===== config.mk =====
export PLATFORM = sky130hd
export DESIGN_NAME = piece_availability_window
export DESIGN_NICKNAME = d
export VERILOG_FILES = /design/src/hw/rtl/pav_pkg.sv /design/src/hw/rtl/pav_ram.sv /design/src/hw/rtl/pav_seq.sv /design/src/hw/rtl/piece_availability_window.sv
export SDC_FILE = /design/constraint.sdc
export NUM_CORES = 2
export LEC_CHECK = 0
export BUFFER_PORTS_ARGS = -buffer_cell sky130_fd_sc_hd__buf_2
export CAP_MARGIN = 20
export CELL_PAD_IN_SITES_DETAIL_PLACEMENT = 1
export CELL_PAD_IN_SITES_GLOBAL_PLACEMENT = 2
export CORE_ASPECT_RATIO = 0.9
export CORE_MARGIN = 3
export CORE_UTILIZATION = 45
export DETAILED_ROUTE_END_ITERATION = 7
export PLACE_DENSITY = 0.88
export REMOVE_ABC_BUFFERS = 1
export SLEW_MARGIN = 20
export SYNTH_ARGS = -nofsm -noshare
export SYNTH_HDL_FRONTEND = slang
export SYNTH_SLANG_ARGS = --single-unit
export TNS_END_PERCENT = 20

===== constraint.sdc =====
create_clock -name aclk -period 7.7 [get_ports aclk]
set_input_delay 0.77 -clock aclk [delete_from_list [all_inputs] [get_ports aclk]]
set_output_delay 0.77 -clock aclk [all_outputs]
set_load 0.05 [all_outputs]

===== src/hw/rtl/pav_pkg.sv =====
`timescale 1ns / 1ps
// ============================================================================
// pav_pkg
// Shared types and constants for the piece availability window.
// ============================================================================
package pav_pkg;

    localparam int MAP_SIZE_DEF = 1024;
    localparam int MAX_WORD_W   = 32;

    localparam int REQ_W = 3;
    localparam int ID_W  = 10;
    localparam int RUN_W = 10;
    localparam int CAP_W = 11;

    localparam logic [CAP_W-1:0] CAP_RESET = 11'd64;
    localparam logic [CAP_W-1:0] COUNT_MAX = 11'd2047;
    localparam int               RUN_MAX   = 1023;

    localparam logic [REQ_W-1:0] REQ_INSERT    = 3'd0;
    localparam logic [REQ_W-1:0] REQ_PRESENCE  = 3'd1;
    localparam logic [REQ_W-1:0] REQ_RUN       = 3'd2;
    localparam logic [REQ_W-1:0] REQ_COMMIT    = 3'd3;
    localparam logic [REQ_W-1:0] REQ_SET_ALL   = 3'd4;
    localparam logic [REQ_W-1:0] REQ_CLEAR_ALL = 3'd5;

    typedef enum logic [3:0] {
        ST_CLEAR,
        ST_IDLE,
        ST_LOOKUP,
        ST_RUN,
        ST_ERASE,
        ST_MERGE_PREP,
        ST_MERGE,
        ST_FILL,
        ST_RESULT
    } state_t;

endpackage


===== src/hw/rtl/pav_ram.sv =====
`timescale 1ns / 1ps
// ============================================================================
// pav_ram
// Simple dual-port bitmap memory, one write and one registered read port.
// ============================================================================
module pav_ram #(
    parameter int DEPTH = 32,
    parameter int WIDTH = 32,
    parameter int AW    = 5
) (
    input  logic             aclk,
    input  logic             we,
    input  logic [AW-1:0]    waddr,
    input  logic [WIDTH-1:0] wdata,
    input  logic             re,
    input  logic [AW-1:0]    raddr,
    output logic [WIDTH-1:0] rdata
);

    logic [WIDTH-1:0] mem [DEPTH];
    logic [WIDTH-1:0] rdata_reg;

    always_ff @(posedge aclk) begin
        if (we) begin
            mem[waddr] <= wdata;
        end
    end

    always_ff @(posedge aclk) begin
        if (re) begin
            rdata_reg <= mem[raddr];
        end
    end

    assign rdata = rdata_reg;

endmodule


===== src/hw/rtl/pav_seq.sv =====
`timescale 1ns / 1ps
// ============================================================================
// pav_seq
// Request sequencer: word-wide read-modify-write walks over both bitmaps.
// ============================================================================
module pav_seq #(
    parameter int MAP_SIZE = pav_pkg::MAP_SIZE_DEF,
    parameter int W        = 32,
    parameter int AW       = 5
) (
    input  logic                        aclk,
    input  logic                        aresetn,
    input  logic [pav_pkg::CAP_W-1:0]   cap,
    input  logic                        s_valid,
    output logic                        s_ready,
    input  logic [pav_pkg::REQ_W-1:0]   s_req,
    input  logic [pav_pkg::ID_W-1:0]    s_id,
    output logic                        m_valid,
    input  logic                        m_ready,
    output logic                        m_flag,
    output logic [pav_pkg::RUN_W-1:0]   m_run,
    output logic                        rd_en,
    output logic [AW-1:0]               rd_addr,
    input  logic [W-1:0]                c_rdata,
    input  logic [W-1:0]                p_rdata,
    output logic                        c_we,
    output logic [AW-1:0]               c_waddr,
    output logic [W-1:0]                c_wdata,
    output logic                        p_we,
    output logic [AW-1:0]               p_waddr,
    output logic [W-1:0]                p_wdata
);

    localparam int NUM_WORDS = (MAP_SIZE + W - 1) / W;
    localparam int LAST_BITS = MAP_SIZE - (NUM_WORDS - 1) * W;
    localparam int BW        = $clog2(W);
    localparam int IDW       = $clog2(MAP_SIZE);
    localparam int PW        = IDW + 1;
    localparam int CW        = IDW + 1;
    localparam logic [AW-1:0] LAST_ADDR = AW'(NUM_WORDS - 1);
    localparam logic [W-1:0]  LAST_MASK = {W{1'b1}} >> (W - LAST_BITS);
    localparam logic [PW-1:0] EP_MAX    = PW'(MAP_SIZE - 1);

    function automatic logic [W-1:0] thermo_le(input logic [BW-1:0] p);
        logic [W-1:0] m;
        for (int i = 0; i < W; i++) begin
            m[i] = (i <= int'(p));
        end
        return m;
    endfunction

    pav_pkg::state_t state_reg, state_next;

    logic [AW-1:0]               addr_reg, addr_next;
    logic [BW-1:0]               pos_reg, pos_next;
    logic                        first_reg, first_next;
    logic [pav_pkg::REQ_W-1:0]   req_reg, req_next;
    logic [pav_pkg::ID_W-1:0]    id_reg, id_next;
    logic                        flag_reg, flag_next;
    logic [CW-1:0]               cnt_reg, cnt_next;
    logic signed [PW-1:0]        ep_reg, ep_next;
    logic [pav_pkg::CAP_W-1:0]   acc_reg, acc_next;
    logic                        out_valid_reg, out_valid_next;
    logic                        out_flag_reg, out_flag_next;
    logic [pav_pkg::RUN_W-1:0]   out_run_reg, out_run_next;

    logic                        accept;
    logic                        id_in_map;
    logic [pav_pkg::ID_W:0]      run_start;
    logic                        run_ok;
    logic                        ep_neg;
    logic [IDW-1:0]              ep_u;
    logic [AW-1:0]               ep_word;
    logic [BW-1:0]               ep_bit;
    logic [W-1:0]                both;
    logic                        present;
    logic [pav_pkg::CAP_W-1:0]   acc_inc;
    logic [W-1:0]                gt_mask;
    logic [W-1:0]                run_v;
    logic [W-1:0]                run_z;
    logic [W-1:0]                run_iso;
    logic [BW-1:0]               run_low;
    logic [BW-1:0]               er_top;
    logic [W-1:0]                er_mle;
    logic [W-1:0]                er_z;
    logic [W-1:0]                er_smear;
    logic                        er_more;
    logic                        out_free;
    logic [pav_pkg::RUN_W-1:0]   run_sat;

    assign accept    = s_valid && s_ready;
    assign s_ready   = (state_reg == pav_pkg::ST_IDLE);
    assign id_in_map = (32'(s_id) < 32'(MAP_SIZE));
    assign run_start = {1'b0, s_id} + 1'b1;
    assign run_ok    = id_in_map && (32'(run_start) < 32'(MAP_SIZE));

    assign ep_neg  = ep_reg[PW-1];
    assign ep_u    = ep_reg[PW-2:0];
    assign ep_word = AW'(ep_u >> BW);
    assign ep_bit  = BW'(ep_u);

    assign both    = c_rdata | p_rdata;
    assign present = both[BW'(id_reg)]
                     && (ep_neg || ($signed({1'b0, IDW'(id_reg)}) > ep_reg));
    assign acc_inc = (acc_reg < pav_pkg::COUNT_MAX) ? acc_reg + 1'b1 : acc_reg;

    always_comb begin
        if (ep_neg || (addr_reg > ep_word)) begin
            gt_mask = '1;
        end else if (addr_reg == ep_word) begin
            gt_mask = ~thermo_le(ep_bit);
        end else begin
            gt_mask = '0;
        end
    end

    assign run_v   = both & gt_mask & ((addr_reg == LAST_ADDR) ? LAST_MASK : '1);
    assign run_z   = ~run_v & (~thermo_le(pos_reg) | (W'(1) << pos_reg));
    assign run_iso = run_z & (~run_z + 1'b1);

    always_comb begin
        run_low = '0;
        for (int i = 0; i < W; i++) begin
            if (run_iso[i]) begin
                run_low = run_low | BW'(i);
            end
        end
    end

    // erase walk: clear the run of ones from the top position downward
    assign er_top = first_reg ? ep_bit : BW'(W - 1);
    assign er_mle = thermo_le(er_top);
    assign er_z   = ~c_rdata & er_mle;

    always_comb begin
        er_smear = er_z;
        for (int k = 0; k < BW; k++) begin
            er_smear = er_smear | (er_smear >> (1 << k));
        end
    end

    assign er_more  = (er_z == '0) && (addr_reg != '0);
    assign out_free = !out_valid_reg || m_ready;
    assign run_sat  = (32'(cnt_reg) > 32'(pav_pkg::RUN_MAX)) ?
                      pav_pkg::RUN_W'(pav_pkg::RUN_MAX) : pav_pkg::RUN_W'(cnt_reg);

    // next state
    always_comb begin
        state_next = state_reg;
        unique case (state_reg)
            pav_pkg::ST_CLEAR: begin
                if (addr_reg == LAST_ADDR) begin
                    state_next = pav_pkg::ST_IDLE;
                end
            end
            pav_pkg::ST_IDLE: begin
                if (accept) begin
                    unique case (s_req) inside
                        pav_pkg::REQ_INSERT, pav_pkg::REQ_PRESENCE: begin
                            state_next = id_in_map ? pav_pkg::ST_LOOKUP : pav_pkg::ST_RESULT;
                        end
                        pav_pkg::REQ_RUN: begin
                            state_next = run_ok ? pav_pkg::ST_RUN : pav_pkg::ST_RESULT;
                        end
                        pav_pkg::REQ_COMMIT: begin
                            state_next = ep_neg ? pav_pkg::ST_MERGE_PREP : pav_pkg::ST_ERASE;
                        end
                        pav_pkg::REQ_SET_ALL, pav_pkg::REQ_CLEAR_ALL: begin
                            state_next = pav_pkg::ST_FILL;
                        end
                        default: begin
                            state_next = pav_pkg::ST_RESULT;
                        end
                    endcase
                end
            end
            pav_pkg::ST_LOOKUP: begin
                state_next = pav_pkg::ST_RESULT;
            end
            pav_pkg::ST_RUN: begin
                if ((run_z != '0) || (addr_reg == LAST_ADDR)) begin
                    state_next = pav_pkg::ST_RESULT;
                end
            end
            pav_pkg::ST_ERASE: begin
                if (!er_more) begin
                    state_next = pav_pkg::ST_MERGE_PREP;
                end
            end
            pav_pkg::ST_MERGE_PREP: begin
                state_next = pav_pkg::ST_MERGE;
            end
            pav_pkg::ST_MERGE, pav_pkg::ST_FILL: begin
                if (addr_reg == LAST_ADDR) begin
                    state_next = pav_pkg::ST_RESULT;
                end
            end
            pav_pkg::ST_RESULT: begin
                if (out_free) begin
                    state_next = pav_pkg::ST_IDLE;
                end
            end
            default: begin
                state_next = pav_pkg::ST_IDLE;
            end
        endcase
    end

    // datapath and memory controls
    always_comb begin
        addr_next      = addr_reg;
        pos_next       = pos_reg;
        first_next     = first_reg;
        req_next       = req_reg;
        id_next        = id_reg;
        flag_next      = flag_reg;
        cnt_next       = cnt_reg;
        ep_next        = ep_reg;
        acc_next       = acc_reg;
        out_valid_next = out_valid_reg && !m_ready;
        out_flag_next  = out_flag_reg;
        out_run_next   = out_run_reg;
        rd_en          = 1'b0;
        rd_addr        = addr_reg;
        c_we           = 1'b0;
        c_waddr        = addr_reg;
        c_wdata        = '0;
        p_we           = 1'b0;
        p_waddr        = addr_reg;
        p_wdata        = '0;

        unique case (state_reg)
            pav_pkg::ST_CLEAR: begin
                c_we      = 1'b1;
                p_we      = 1'b1;
                addr_next = addr_reg + 1'b1;
                if (addr_reg == LAST_ADDR) begin
                    addr_next = '0;
                end
            end
            pav_pkg::ST_IDLE: begin
                if (accept) begin
                    req_next   = s_req;
                    id_next    = s_id;
                    flag_next  = 1'b0;
                    cnt_next   = '0;
                    first_next = 1'b1;
                    addr_next  = '0;
                    unique case (s_req) inside
                        pav_pkg::REQ_INSERT, pav_pkg::REQ_PRESENCE: begin
                            rd_en     = id_in_map;
                            rd_addr   = AW'(s_id >> BW);
                            addr_next = AW'(s_id >> BW);
                        end
                        pav_pkg::REQ_RUN: begin
                            rd_en     = run_ok;
                            rd_addr   = AW'(run_start >> BW);
                            addr_next = AW'(run_start >> BW);
                            pos_next  = BW'(run_start);
                        end
                        pav_pkg::REQ_COMMIT: begin
                            rd_en     = !ep_neg;
                            rd_addr   = ep_word;
                            addr_next = ep_word;
                        end
                        default: begin
                        end
                    endcase
                end
            end
            pav_pkg::ST_LOOKUP: begin
                if (req_reg == pav_pkg::REQ_INSERT) begin
                    if (!present) begin
                        p_we      = 1'b1;
                        p_wdata   = p_rdata | (W'(1) << BW'(id_reg));
                        flag_next = 1'b1;
                        acc_next  = acc_inc;
                        if ((acc_inc > cap) && (ep_reg != EP_MAX)) begin
                            ep_next = ep_reg + 1'b1;
                        end
                    end
                end else begin
                    flag_next = present;
                end
            end
            pav_pkg::ST_RUN: begin
                if (run_z == '0) begin
                    cnt_next = cnt_reg + CW'(W) - CW'(pos_reg);
                    if (addr_reg != LAST_ADDR) begin
                        rd_en     = 1'b1;
                        rd_addr   = addr_reg + 1'b1;
                        addr_next = addr_reg + 1'b1;
                        pos_next  = '0;
                    end
                end else begin
                    cnt_next = cnt_reg + CW'(run_low) - CW'(pos_reg);
                end
            end
            pav_pkg::ST_ERASE: begin
                c_we    = 1'b1;
                c_wdata = c_rdata & ~(er_mle & ~er_smear);
                if (er_more) begin
                    rd_en      = 1'b1;
                    rd_addr    = addr_reg - 1'b1;
                    addr_next  = addr_reg - 1'b1;
                    first_next = 1'b0;
                end
            end
            pav_pkg::ST_MERGE_PREP: begin
                rd_en     = 1'b1;
                rd_addr   = '0;
                addr_next = '0;
            end
            pav_pkg::ST_MERGE: begin
                c_we    = 1'b1;
                c_wdata = both;
                p_we    = 1'b1;
                if (addr_reg != LAST_ADDR) begin
                    rd_en     = 1'b1;
                    rd_addr   = addr_reg + 1'b1;
                    addr_next = addr_reg + 1'b1;
                end
            end
            pav_pkg::ST_FILL: begin
                c_we      = 1'b1;
                c_wdata   = (req_reg == pav_pkg::REQ_SET_ALL) ? '1 : '0;
                addr_next = addr_reg + 1'b1;
            end
            pav_pkg::ST_RESULT: begin
                if (out_free) begin
                    out_valid_next = 1'b1;
                    out_flag_next  = flag_reg;
                    out_run_next   = run_sat;
                end
            end
            default: begin
            end
        endcase
    end

    always_ff @(posedge aclk) begin
        if (!aresetn) begin
            state_reg     <= pav_pkg::ST_CLEAR;
            addr_reg      <= '0;
            first_reg     <= 1'b0;
            flag_reg      <= 1'b0;
            cnt_reg       <= '0;
            ep_reg        <= '1;
            acc_reg       <= '0;
            out_valid_reg <= 1'b0;
        end else begin
            state_reg     <= state_next;
            addr_reg      <= addr_next;
            first_reg     <= first_next;
            flag_reg      <= flag_next;
            cnt_reg       <= cnt_next;
            ep_reg        <= ep_next;
            acc_reg       <= acc_next;
            out_valid_reg <= out_valid_next;
        end
    end

    always_ff @(posedge aclk) begin
        pos_reg      <= pos_next;
        req_reg      <= req_next;
        id_reg       <= id_next;
        out_flag_reg <= out_flag_next;
        out_run_reg  <= out_run_next;
    end

    assign m_valid = out_valid_reg;
    assign m_flag  = out_flag_reg;
    assign m_run   = out_run_reg;

endmodule


===== src/hw/rtl/piece_availability_window.sv =====
`timescale 1ns / 1ps
// ============================================================================
// piece_availability_window
// Per-peer piece bitmaps (committed and pending) with erase window and runs.
// ============================================================================
//  channel   direction  signals                           content
//  s_        in         s_tvalid s_tready s_tdata s_tuser request
//  m_        out        m_tvalid m_tready m_tdata         result
//  cfg_      in         cfg_valid cfg_ready cfg_data      buffer capacity
//
//  Maps are held in 32-bit words (16-bit below 32 pieces), N = words per map.
//  Insert and presence read one word; a run query walks words until the run or the map ends;
//  commit erases from the window end downward, then merges all N words; set all
//  and clear all write all N words; unused request codes go straight to a result.
//  After reset a clearing pass zeroes both maps; s_tready is low.
//  A result waits in the output register while the next transaction is taken.
// ============================================================================
module piece_availability_window #(
    parameter int MAP_SIZE = pav_pkg::MAP_SIZE_DEF
) (
    input  logic                       aclk,
    input  logic                       aresetn,
    input  logic                       s_tvalid,
    output logic                       s_tready,
    input  logic [15:0]                s_tdata,   // piece_id
    input  logic [pav_pkg::REQ_W-1:0]  s_tuser,   // req_type
    output logic                       m_tvalid,
    input  logic                       m_tready,
    output logic [15:0]                m_tdata,   // flag, run_length
    input  logic                       cfg_valid,
    output logic                       cfg_ready,
    input  logic [pav_pkg::CAP_W-1:0]  cfg_data
);

    localparam int W         = (MAP_SIZE < pav_pkg::MAX_WORD_W) ? 16 : pav_pkg::MAX_WORD_W;
    localparam int NUM_WORDS = (MAP_SIZE + W - 1) / W;
    localparam int AW        = (NUM_WORDS > 1) ? $clog2(NUM_WORDS) : 1;

    logic [pav_pkg::CAP_W-1:0] cap_reg;
    logic                      rd_en;
    logic [AW-1:0]             rd_addr;
    logic [W-1:0]              c_rdata, p_rdata;
    logic                      c_we, p_we;
    logic [AW-1:0]             c_waddr, p_waddr;
    logic [W-1:0]              c_wdata, p_wdata;
    logic                      res_flag;
    logic [pav_pkg::RUN_W-1:0] res_run;

    assign cfg_ready = 1'b1;

    always_ff @(posedge aclk) begin
        if (!aresetn) begin
            cap_reg <= pav_pkg::CAP_RESET;
        end else if (cfg_valid && cfg_ready) begin
            cap_reg <= cfg_data;
        end
    end

    pav_ram #(
        .DEPTH (NUM_WORDS),
        .WIDTH (W),
        .AW    (AW)
    ) u_committed (
        .aclk  (aclk),
        .we    (c_we),
        .waddr (c_waddr),
        .wdata (c_wdata),
        .re    (rd_en),
        .raddr (rd_addr),
        .rdata (c_rdata)
    );

    pav_ram #(
        .DEPTH (NUM_WORDS),
        .WIDTH (W),
        .AW    (AW)
    ) u_pending (
        .aclk  (aclk),
        .we    (p_we),
        .waddr (p_waddr),
        .wdata (p_wdata),
        .re    (rd_en),
        .raddr (rd_addr),
        .rdata (p_rdata)
    );

    pav_seq #(
        .MAP_SIZE (MAP_SIZE),
        .W        (W),
        .AW       (AW)
    ) u_seq (
        .aclk    (aclk),
        .aresetn (aresetn),
        .cap     (cap_reg),
        .s_valid (s_tvalid),
        .s_ready (s_tready),
        .s_req   (s_tuser),
        .s_id    (s_tdata[pav_pkg::ID_W-1:0]),
        .m_valid (m_tvalid),
        .m_ready (m_tready),
        .m_flag  (res_flag),
        .m_run   (res_run),
        .rd_en   (rd_en),
        .rd_addr (rd_addr),
        .c_rdata (c_rdata),
        .p_rdata (p_rdata),
        .c_we    (c_we),
        .c_waddr (c_waddr),
        .c_wdata (c_wdata),
        .p_we    (p_we),
        .p_waddr (p_waddr),
        .p_wdata (p_wdata)
    );

    assign m_tdata = {5'd0, res_run, res_flag};

endmodule

# After elaboration in Yosys (flattened, before gate mapping)

Memories as Yosys holds them, arrays and structs flattened. A register that Yosys moved wholly into a read port is not among the register bits.
Index checks and enable logic that the tools add are counted.

Add/sub/neg operators: 10
$mul: 0
Divide/modulo/power cells: 0
Magnitude comparators: 100
Eq/ne operators: 33
Shift operators: 2
Muxes and demuxes: 168
Bitwise gates (word level): 21
Reductions and logical operators: 38

Operators by type and width:

| cell                                                                            | count |
|---|---|
| 32-bit 2-to-1 mux                                                               | 10 |
| 5-bit less-or-equal comparator, first input constant                            | 48 |
| 11-bit 2-to-1 mux                                                               | 21 |
| 5-bit 2-to-1 mux                                                                | 45 |
| 32-bit inverter                                                                 | 7 |
| 32-bit AND                                                                      | 6 |
| 4-bit by 5-bit less-or-equal comparator with 1-bit output, first input constant | 24 |
| 32-bit bitwise OR                                                               | 3 |
| 32-bit case mux with 3 select lines                                             | 1 |
| 4-bit 2-to-1 mux                                                                | 23 |
| 32-bit zero test                                                                | 2 |
| 1-bit by 5-bit left shift with 32-bit output, first input constant              | 2 |
| 3-bit by 5-bit less-or-equal comparator with 1-bit output, first input constant | 12 |
| 10-bit 2-to-1 mux                                                               | 5 |
| 1-bit 2-to-1 mux                                                                | 41 |
| 5-bit case mux with 7 select lines                                              | 1 |
| 32-bit by 1-bit adder with 32-bit output, second input constant                 | 1 |
| 32-bit by 16-bit bitwise OR with 32-bit output                                  | 1 |
| 32-bit by 24-bit bitwise OR with 32-bit output                                  | 1 |
| 32-bit by 28-bit bitwise OR with 32-bit output                                  | 1 |
| 32-bit by 30-bit bitwise OR with 32-bit output                                  | 1 |
| 32-bit by 31-bit bitwise OR with 32-bit output                                  | 1 |
| 4-bit case mux with 8 select lines                                              | 1 |
| 32-bit nonzero test                                                             | 1 |
| other kinds (54)                                                                | 113 |

Register bits: 85
Bits in latches: 0
Bits in writable memories: 2048
Bits in read-only memories: 0
Input port bits: 35
Output and inout bits: 19
Logic and storage cells: 388
Memories: 2

Memory list:

| name            | words | width | rd ports | clocked after memory_dff | write ports | line          | RTL |
|---|---|---|---|---|---|---|---|
| u_committed.mem | 32    | 32    | 1        | 1                        | 1           | pav_ram.sv:20 | `logic [WIDTH-1:0] mem [DEPTH];` |
| u_pending.mem   | 32    | 32    | 1        | 1                        | 1           | pav_ram.sv:20 |  |

# Longest topological paths before layout

Word-level depth: 47
Mapped depth: 32
Gate-level depth less buffers: 30

# By module

From an unflattened synthesis, not the netlist that was laid out.

Cell total of the unflattened synthesis: 5985
Area, all modules: 91998.2 um^2

By module, submodules not included:

| module                    | times used | cells each | area each (um^2) | sequential area each (um^2) |
|---|---|---|---|---|
| pav_ram (u_committed)     | 1          | 2260       | 40816.6          | 31710.4 |
| pav_ram (u_pending)       | 1          | 2260       | 40812.9          | 31710.4 |
| pav_seq                   | 1          | 1421       | 9897.0           | 1771.7 |
| piece_availability_window | 1          | 44         | 471.7            | 220.2 |

# Worst setup path before layout

Ideal clock, no wire load.

Kind: register to register
Start: register u_seq.addr_reg[0] (netlist: u_seq.c_waddr[0])
End: register u_seq.cnt_reg[10]
Setup time: 0.143 ns
Data arrival time: 5.990 ns
Required time: 7.557 ns
Setup slack: 1.567 ns
Stages on the path, launching flop included: 30
Path buffers: 1
Period minus slack after synthesis: 6.133 ns
Path through: dfxtp_1 -> inv_1 -> ha_1 -> nor3b_1 -> nand3_1 -> o211ai_1 -> a31oi_1 -> nor4_2 -> and2_1 -> buf_4 -> and2_1 -> nand2_1 -> nor4b_1 -> nor3_1 -> nand3_1 -> fa_1 -> fa_1 -> a21o_1 -> a21oi_1 -> nor2b_1 -> o21ai_0 -> nand2b_1 -> a21oi_1 -> o22ai_1 -> a21boi_0 -> o21ai_0 -> nand2b_1 -> a21oi_1 -> xor2_1 -> o32ai_1

Longest elaborated chain between the ends: 46
Elaborated cells between the ends (all ways): 49
Those cells by class: add/sub (3); order compare (1); eq/ne (1); mux (37); bitwise (5); reduce/logical (2)

Ends and longest elaborated chain:

| element                                                                               | line           | RTL |
|---|---|---|
| start, declared                                                                       | pav_seq.sv:54  | `logic [AW-1:0] addr_reg, addr_next;` |
| start signal, assigned                                                                | pav_seq.sv:353 | `addr_reg <= addr_next;` |
| parallel branches: the longest is 3 deep, another holds 5-bit greater-than comparator | -              |  |
| 32-bit 2-to-1 mux *                                                                   | pav_seq.sv:108 | `if (ep_neg \|\| (addr_reg > ep_word)) begin` |
| 32-bit AND *                                                                          | pav_seq.sv:117 | `assign run_v = both & gt_mask & ((addr_reg == LAST_ADDR) ? LAST_MASK : '1);` |
| 32-bit inverter *                                                                     | pav_seq.sv:118 | `assign run_z = ~run_v & (~thermo_le(pos_reg) \| (W'(1) << pos_reg));` |
| 32-bit AND *                                                                          | pav_seq.sv:118 |  |
| 32-bit inverter                                                                       | pav_seq.sv:119 | `assign run_iso = run_z & (~run_z + 1'b1);` |
| 32-bit by 1-bit adder with 32-bit output                                              | pav_seq.sv:119 |  |
| 32-bit AND                                                                            | pav_seq.sv:119 |  |
| [... 3 more ...]                                                                      | -              |  |
| 3-bit 2-to-1 mux (4 in a row)                                                         | pav_seq.sv:124 | `if (run_iso[i]) begin` |
| 4-bit 2-to-1 mux (8 in a row)                                                         | pav_seq.sv:124 |  |
| 5-bit 2-to-1 mux (16 in a row)                                                        | pav_seq.sv:124 |  |
| 11-bit by 5-bit adder with 11-bit output                                              | pav_seq.sv:296 | `cnt_next = cnt_reg + CW'(run_low) - CW'(pos_reg);` |
| 11-bit by 5-bit subtractor with 11-bit output                                         | pav_seq.sv:296 |  |
| 11-bit 2-to-1 mux *                                                                   | pav_seq.sv:287 | `if (run_z == '0) begin` |
| 11-bit 2-to-1 mux *                                                                   | pav_seq.sv:232 | `unique case (state_reg)` |
| 11-bit case mux with 2 select lines *                                                 | pav_seq.sv:232 |  |
| end signal, assigned                                                                  | pav_seq.sv:356 | `cnt_reg <= cnt_next;` |
| end, declared                                                                         | pav_seq.sv:60  | `logic [CW-1:0] cnt_reg, cnt_next;` |

Every way passes the cells marked *. The select of a mux whose other input is x is not followed.
A chain may end at the register's enable or synchronous reset.

# Final worst setup path

Start: register u_seq.ep_reg[9]
End: register u_seq.cnt_reg[10]

Longest elaborated chain between the ends: 46
Elaborated cells between the ends (all ways): 49
Those cells by class: add/sub (3); order compare (1); eq/ne (1); mux (37); bitwise (5); reduce/logical (2)

Ends and longest elaborated chain:

| element                                                                               | line           | RTL |
|---|---|---|
| start, declared                                                                       | pav_seq.sv:61  | `logic signed [PW-1:0] ep_reg, ep_next;` |
| start signal, assigned                                                                | pav_seq.sv:357 | `ep_reg <= ep_next;` |
| parallel branches: the longest is 3 deep, another holds 5-bit greater-than comparator | -              |  |
| 32-bit 2-to-1 mux *                                                                   | pav_seq.sv:108 |  |
| 32-bit AND *                                                                          | pav_seq.sv:117 |  |
| 32-bit inverter *                                                                     | pav_seq.sv:118 |  |
| 32-bit AND *                                                                          | pav_seq.sv:118 |  |
| 32-bit inverter                                                                       | pav_seq.sv:119 |  |
| 32-bit by 1-bit adder with 32-bit output                                              | pav_seq.sv:119 |  |
| 32-bit AND                                                                            | pav_seq.sv:119 |  |
| [... 3 more ...]                                                                      | -              |  |
| 3-bit 2-to-1 mux (4 in a row)                                                         | pav_seq.sv:124 |  |
| 4-bit 2-to-1 mux (8 in a row)                                                         | pav_seq.sv:124 |  |
| 5-bit 2-to-1 mux (16 in a row)                                                        | pav_seq.sv:124 |  |
| 11-bit by 5-bit adder with 11-bit output                                              | pav_seq.sv:296 |  |
| 11-bit by 5-bit subtractor with 11-bit output                                         | pav_seq.sv:296 |  |
| 11-bit 2-to-1 mux *                                                                   | pav_seq.sv:287 |  |
| 11-bit 2-to-1 mux *                                                                   | pav_seq.sv:232 |  |
| 11-bit case mux with 2 select lines *                                                 | pav_seq.sv:232 |  |

Marks and branches as above.

==> metrics.yaml <==
status:
  status: "finished, final reports clean"
global_routing:
  grt_usage_pct: 29.7
  grt_pass1_vias: 65900
  grt_max_degree: 162
  antenna_found_initial: 15
  grt-ovfl-total: 0
  grt_pass1_wl_mm: 460
timing:
  finalCriticalPeriod_ns: 7.12
  finalCritPeriodShare_pct: 92.5
  skew_ns: 0.0653
  fmax_mhz: 140
  rsz0062_at_grt: "no"
  slew_headroom_pct: 22.2
  report.final.slew_viol_count: 0
  setup_violations: 0
  tns_ns: 0
  finalHoldViolations: 0
  worstMarginPinSlew_ns: 1.17
logic_synthesis:
  synth.most_common_cell: "edfxtp_1"
  synth_edf_count: 2141
  synth_top_area_share_pct: 69.4
  netlist_instances: 7364
  async_flop_share_pct: 0
  synth.distinct_cells: 103
  ys_warn_count: 0
  yosysSeqAreaShare_pct: 70.7
  synth.avg_cell_area_um2: 12.6
  ys_seq_elements: 2197
  netlist_top_cells_count: "edfxtp_1 (2,141), nand2_1 (1,610), nor2_1 (645), nand3_1 (504), buf_2 (240)"
  netlist_area_um2: 92600
  yosys.area.top_type: "edfxtp_1"
  synth_ff_type: "edfxtp_1"
  synth_area_leaders: "edfxtp_1 (69%), nand2_1 (6.5%), nand3_1 (2.7%)"
routing:
  dr.pass1.iters: 5
  drt_iter0_markers: 8881
  ant_nets: 0
  drc: 0
  post_drt_wl_per_cell_um: 31.3
  avgViaCountPerCell: 6.37
  via_count: 65500
  drt-total-wl_mm: 321
pwr:
  seq_power_share_pct: 41.4
  clkPwrFrac_pct: 30.4
  intPower_w: 0.0228
  power.density_nw_per_um2: 334
  p_leak_nw: 34.9
  p_switching_w: 0.0120
  vdd_ir_drop_max_v: 0.000456
  pwr-share-comb_pct: 28.2
  switching_share_pct: 34.6
setup_path:
  cp_max_fo: 14
  cp_top_family: "simple AND/OR/NAND/NOR gates"
  critPathSlowestCell: "or4_1"
  critPathLaunchType: "register"
  rrSetupSlack_ns: 0.58
  worst-path-buf-inv: 1
  end_kind: "register"
  r2r_cells: 28
  cp.required_ns: 8.37
  cpPeakStageDelay_ns: 0.59
  critical_path_arrival_ns: 7.79
  cp_num_cells: 28
  crit_top_cell: "a21oi_1"
  path_class: "register to register"
clock_tree:
  htree_num_levels: 4
  cts_tree: "built"
  insertion_delay_ns: 0.89
  cts-root-buf: "clkbuf_16"
  clock_sinks: 2197
  holdBufCountCts: 0
  cts_buffer_depth: 3
  path_clk_slew_ns: 0.07
  cts_buffers: 217
die:
  initial_utilization_pct: 45.4
  core_um2: 204000
  ios: 54
  die_h_um: 436
  fp.dieArea_um2: 211000
  rows: 157
  die_width_um: 484
placed_design:
  portBuffers: 41
  dpl.hpwl_mm: 184
  dpl-instance-area_um2: 96800
  routabilityCongestion: 0.931
worst_hold_path:
  hold_depth: 3
  min_path_type: "input pin to register"
finish:
  area_growth_pct: 12.4
  nNetsFinal: 7501
  reg_top3: "u_committed.mem (1024), u_pending.mem (1024)"
  drive_above_1_share_pct: 10.3
  fin_area_um2: 104000
run:
  cap_viol_max_count: 0
[layer usage]
metal | vias to the layer above | wire length (um) | GRT usage (%)
met1 | 33900 | 130000 | 42.2
met2 | 3623 | 147000 | 46.0
met3 | 645 | 32200 | 5.36
met5 | - | 67 | 0
met4 | 8 | 11800 | 10.5
li1 | 27400 | - | -
[power by group through the flow]
| stage | clock network (W) | registers, W | logic (W) |
|---|---|---|---|
| 2_1_floorplan | 0 | 0.0146 | 0.00779 |
| 3_3_place_gp | 0 | 0.0146 | 0.00910 |
| 3_5_place_dp | 0 | 0.0146 | 0.00955 |
| 4_1_cts | 0.0107 | 0.0144 | 0.00970 |
| 5_1_grt | 0.0111 | 0.0145 | 0.0105 |
| 6_report | 0.0106 | 0.0144 | 0.00982 |
[path summary, 6_finish.rpt]
kind / start / endpoint
worst max-delay path: u_seq.ep_reg[9] / u_seq.cnt_reg[10]
worst min-delay path: cfg_data[6] / cap_reg[6]
worst max register to register: u_seq.ep_reg[9] / u_seq.cnt_reg[10]
worst min register to register: u_seq.flag_reg / u_seq.m_flag
[placed cells by master, fill, tap and decap left out, types with 37 or more instances in the layout]
| cell type | instances |
|---|---|
| edfxtp_1 | 2141 |
| nand2_1 | 1608 |
| nor2_1 | 559 |
| nand3_1 | 502 |
| a21oi_1 | 220 |
| clkbuf_16 | 217 |
| buf_4 | 212 |
| a211oi_1 | 209 |
| a31oi_1 | 148 |
| and3_1 | 145 |
| and2_1 | 141 |
| a311oi_1 | 129 |
| nor2_4 | 85 |
| o21ai_0 | 84 |
| o211ai_1 | 80 |
| o22ai_1 | 78 |
| and4_1 | 69 |
| ha_1 | 66 |
| o22a_1 | 63 |
| inv_1 | 58 |
| dfxtp_1 | 56 |
| clkbuf_1 | 55 |
| clkinv_1 | 52 |
| buf_2 | 41 |
| nor3_1 | 37 |
[worst min-delay path: stages]
cell	delay, ns
buf_2	0.08
nand2_1	0.04
o211ai_1	0.07
[what timing repair did]
| item | in CTS | in global routing |
|---|---|---|
| setup endpoints to repair | 0 | 1 |
| resized for setup | 0 | 3 |
| setup buffers | 0 | 1 |
[kinds of logic (layout without fill, tap and decap cells)]
group | count (synthesis) | in the layout | share of synthesized area [%]
DFF | 2197 | 2197 | 70.7
AOI/OAI and AO/OA | 1184 | 1184 | 8.86
other | 2 | 9 | 0.00811
buffers and inverters | 544 | 753 | 2.83
and+or+nand+nor | 3302 | 3302 | 15.9
muxes | 33 | 33 | 0.473
xor gates and xnor gates | 30 | 30 | 0.292
adders and majority gates | 72 | 72 | 1.02
[area by class of cell]
class,instances,area [um2]
Multi-Input combinational cell,4627,25500
Sequential cell,2197,65400
Inverter,63,236
Timing Repair Buffer,288,2500
Clock buffer,272,5640
Antenna cell,3,7.51
Tap cell,2703,3380
Fill cell,20400,99800
Clock inverter,130,1400
[per-stage QoR]
step	cells	hold slack (ns)	power, W	worst slack, ns	util, %
final	10300	0.149	0.0348	0.578	51.1
after global routing	10300	0.108	0.0361	0.0545	51.0
after global placement	9873	0.425	0.0237	0.473	47.4
after CTS	10300	0.0762	0.0348	0.580	50.9
after floorplan	6887	0.409	0.0224	-14.38	-
after detailed placement	9876	0.427	0.0242	0.655	47.5
Power figures use the tool's default switching activity.
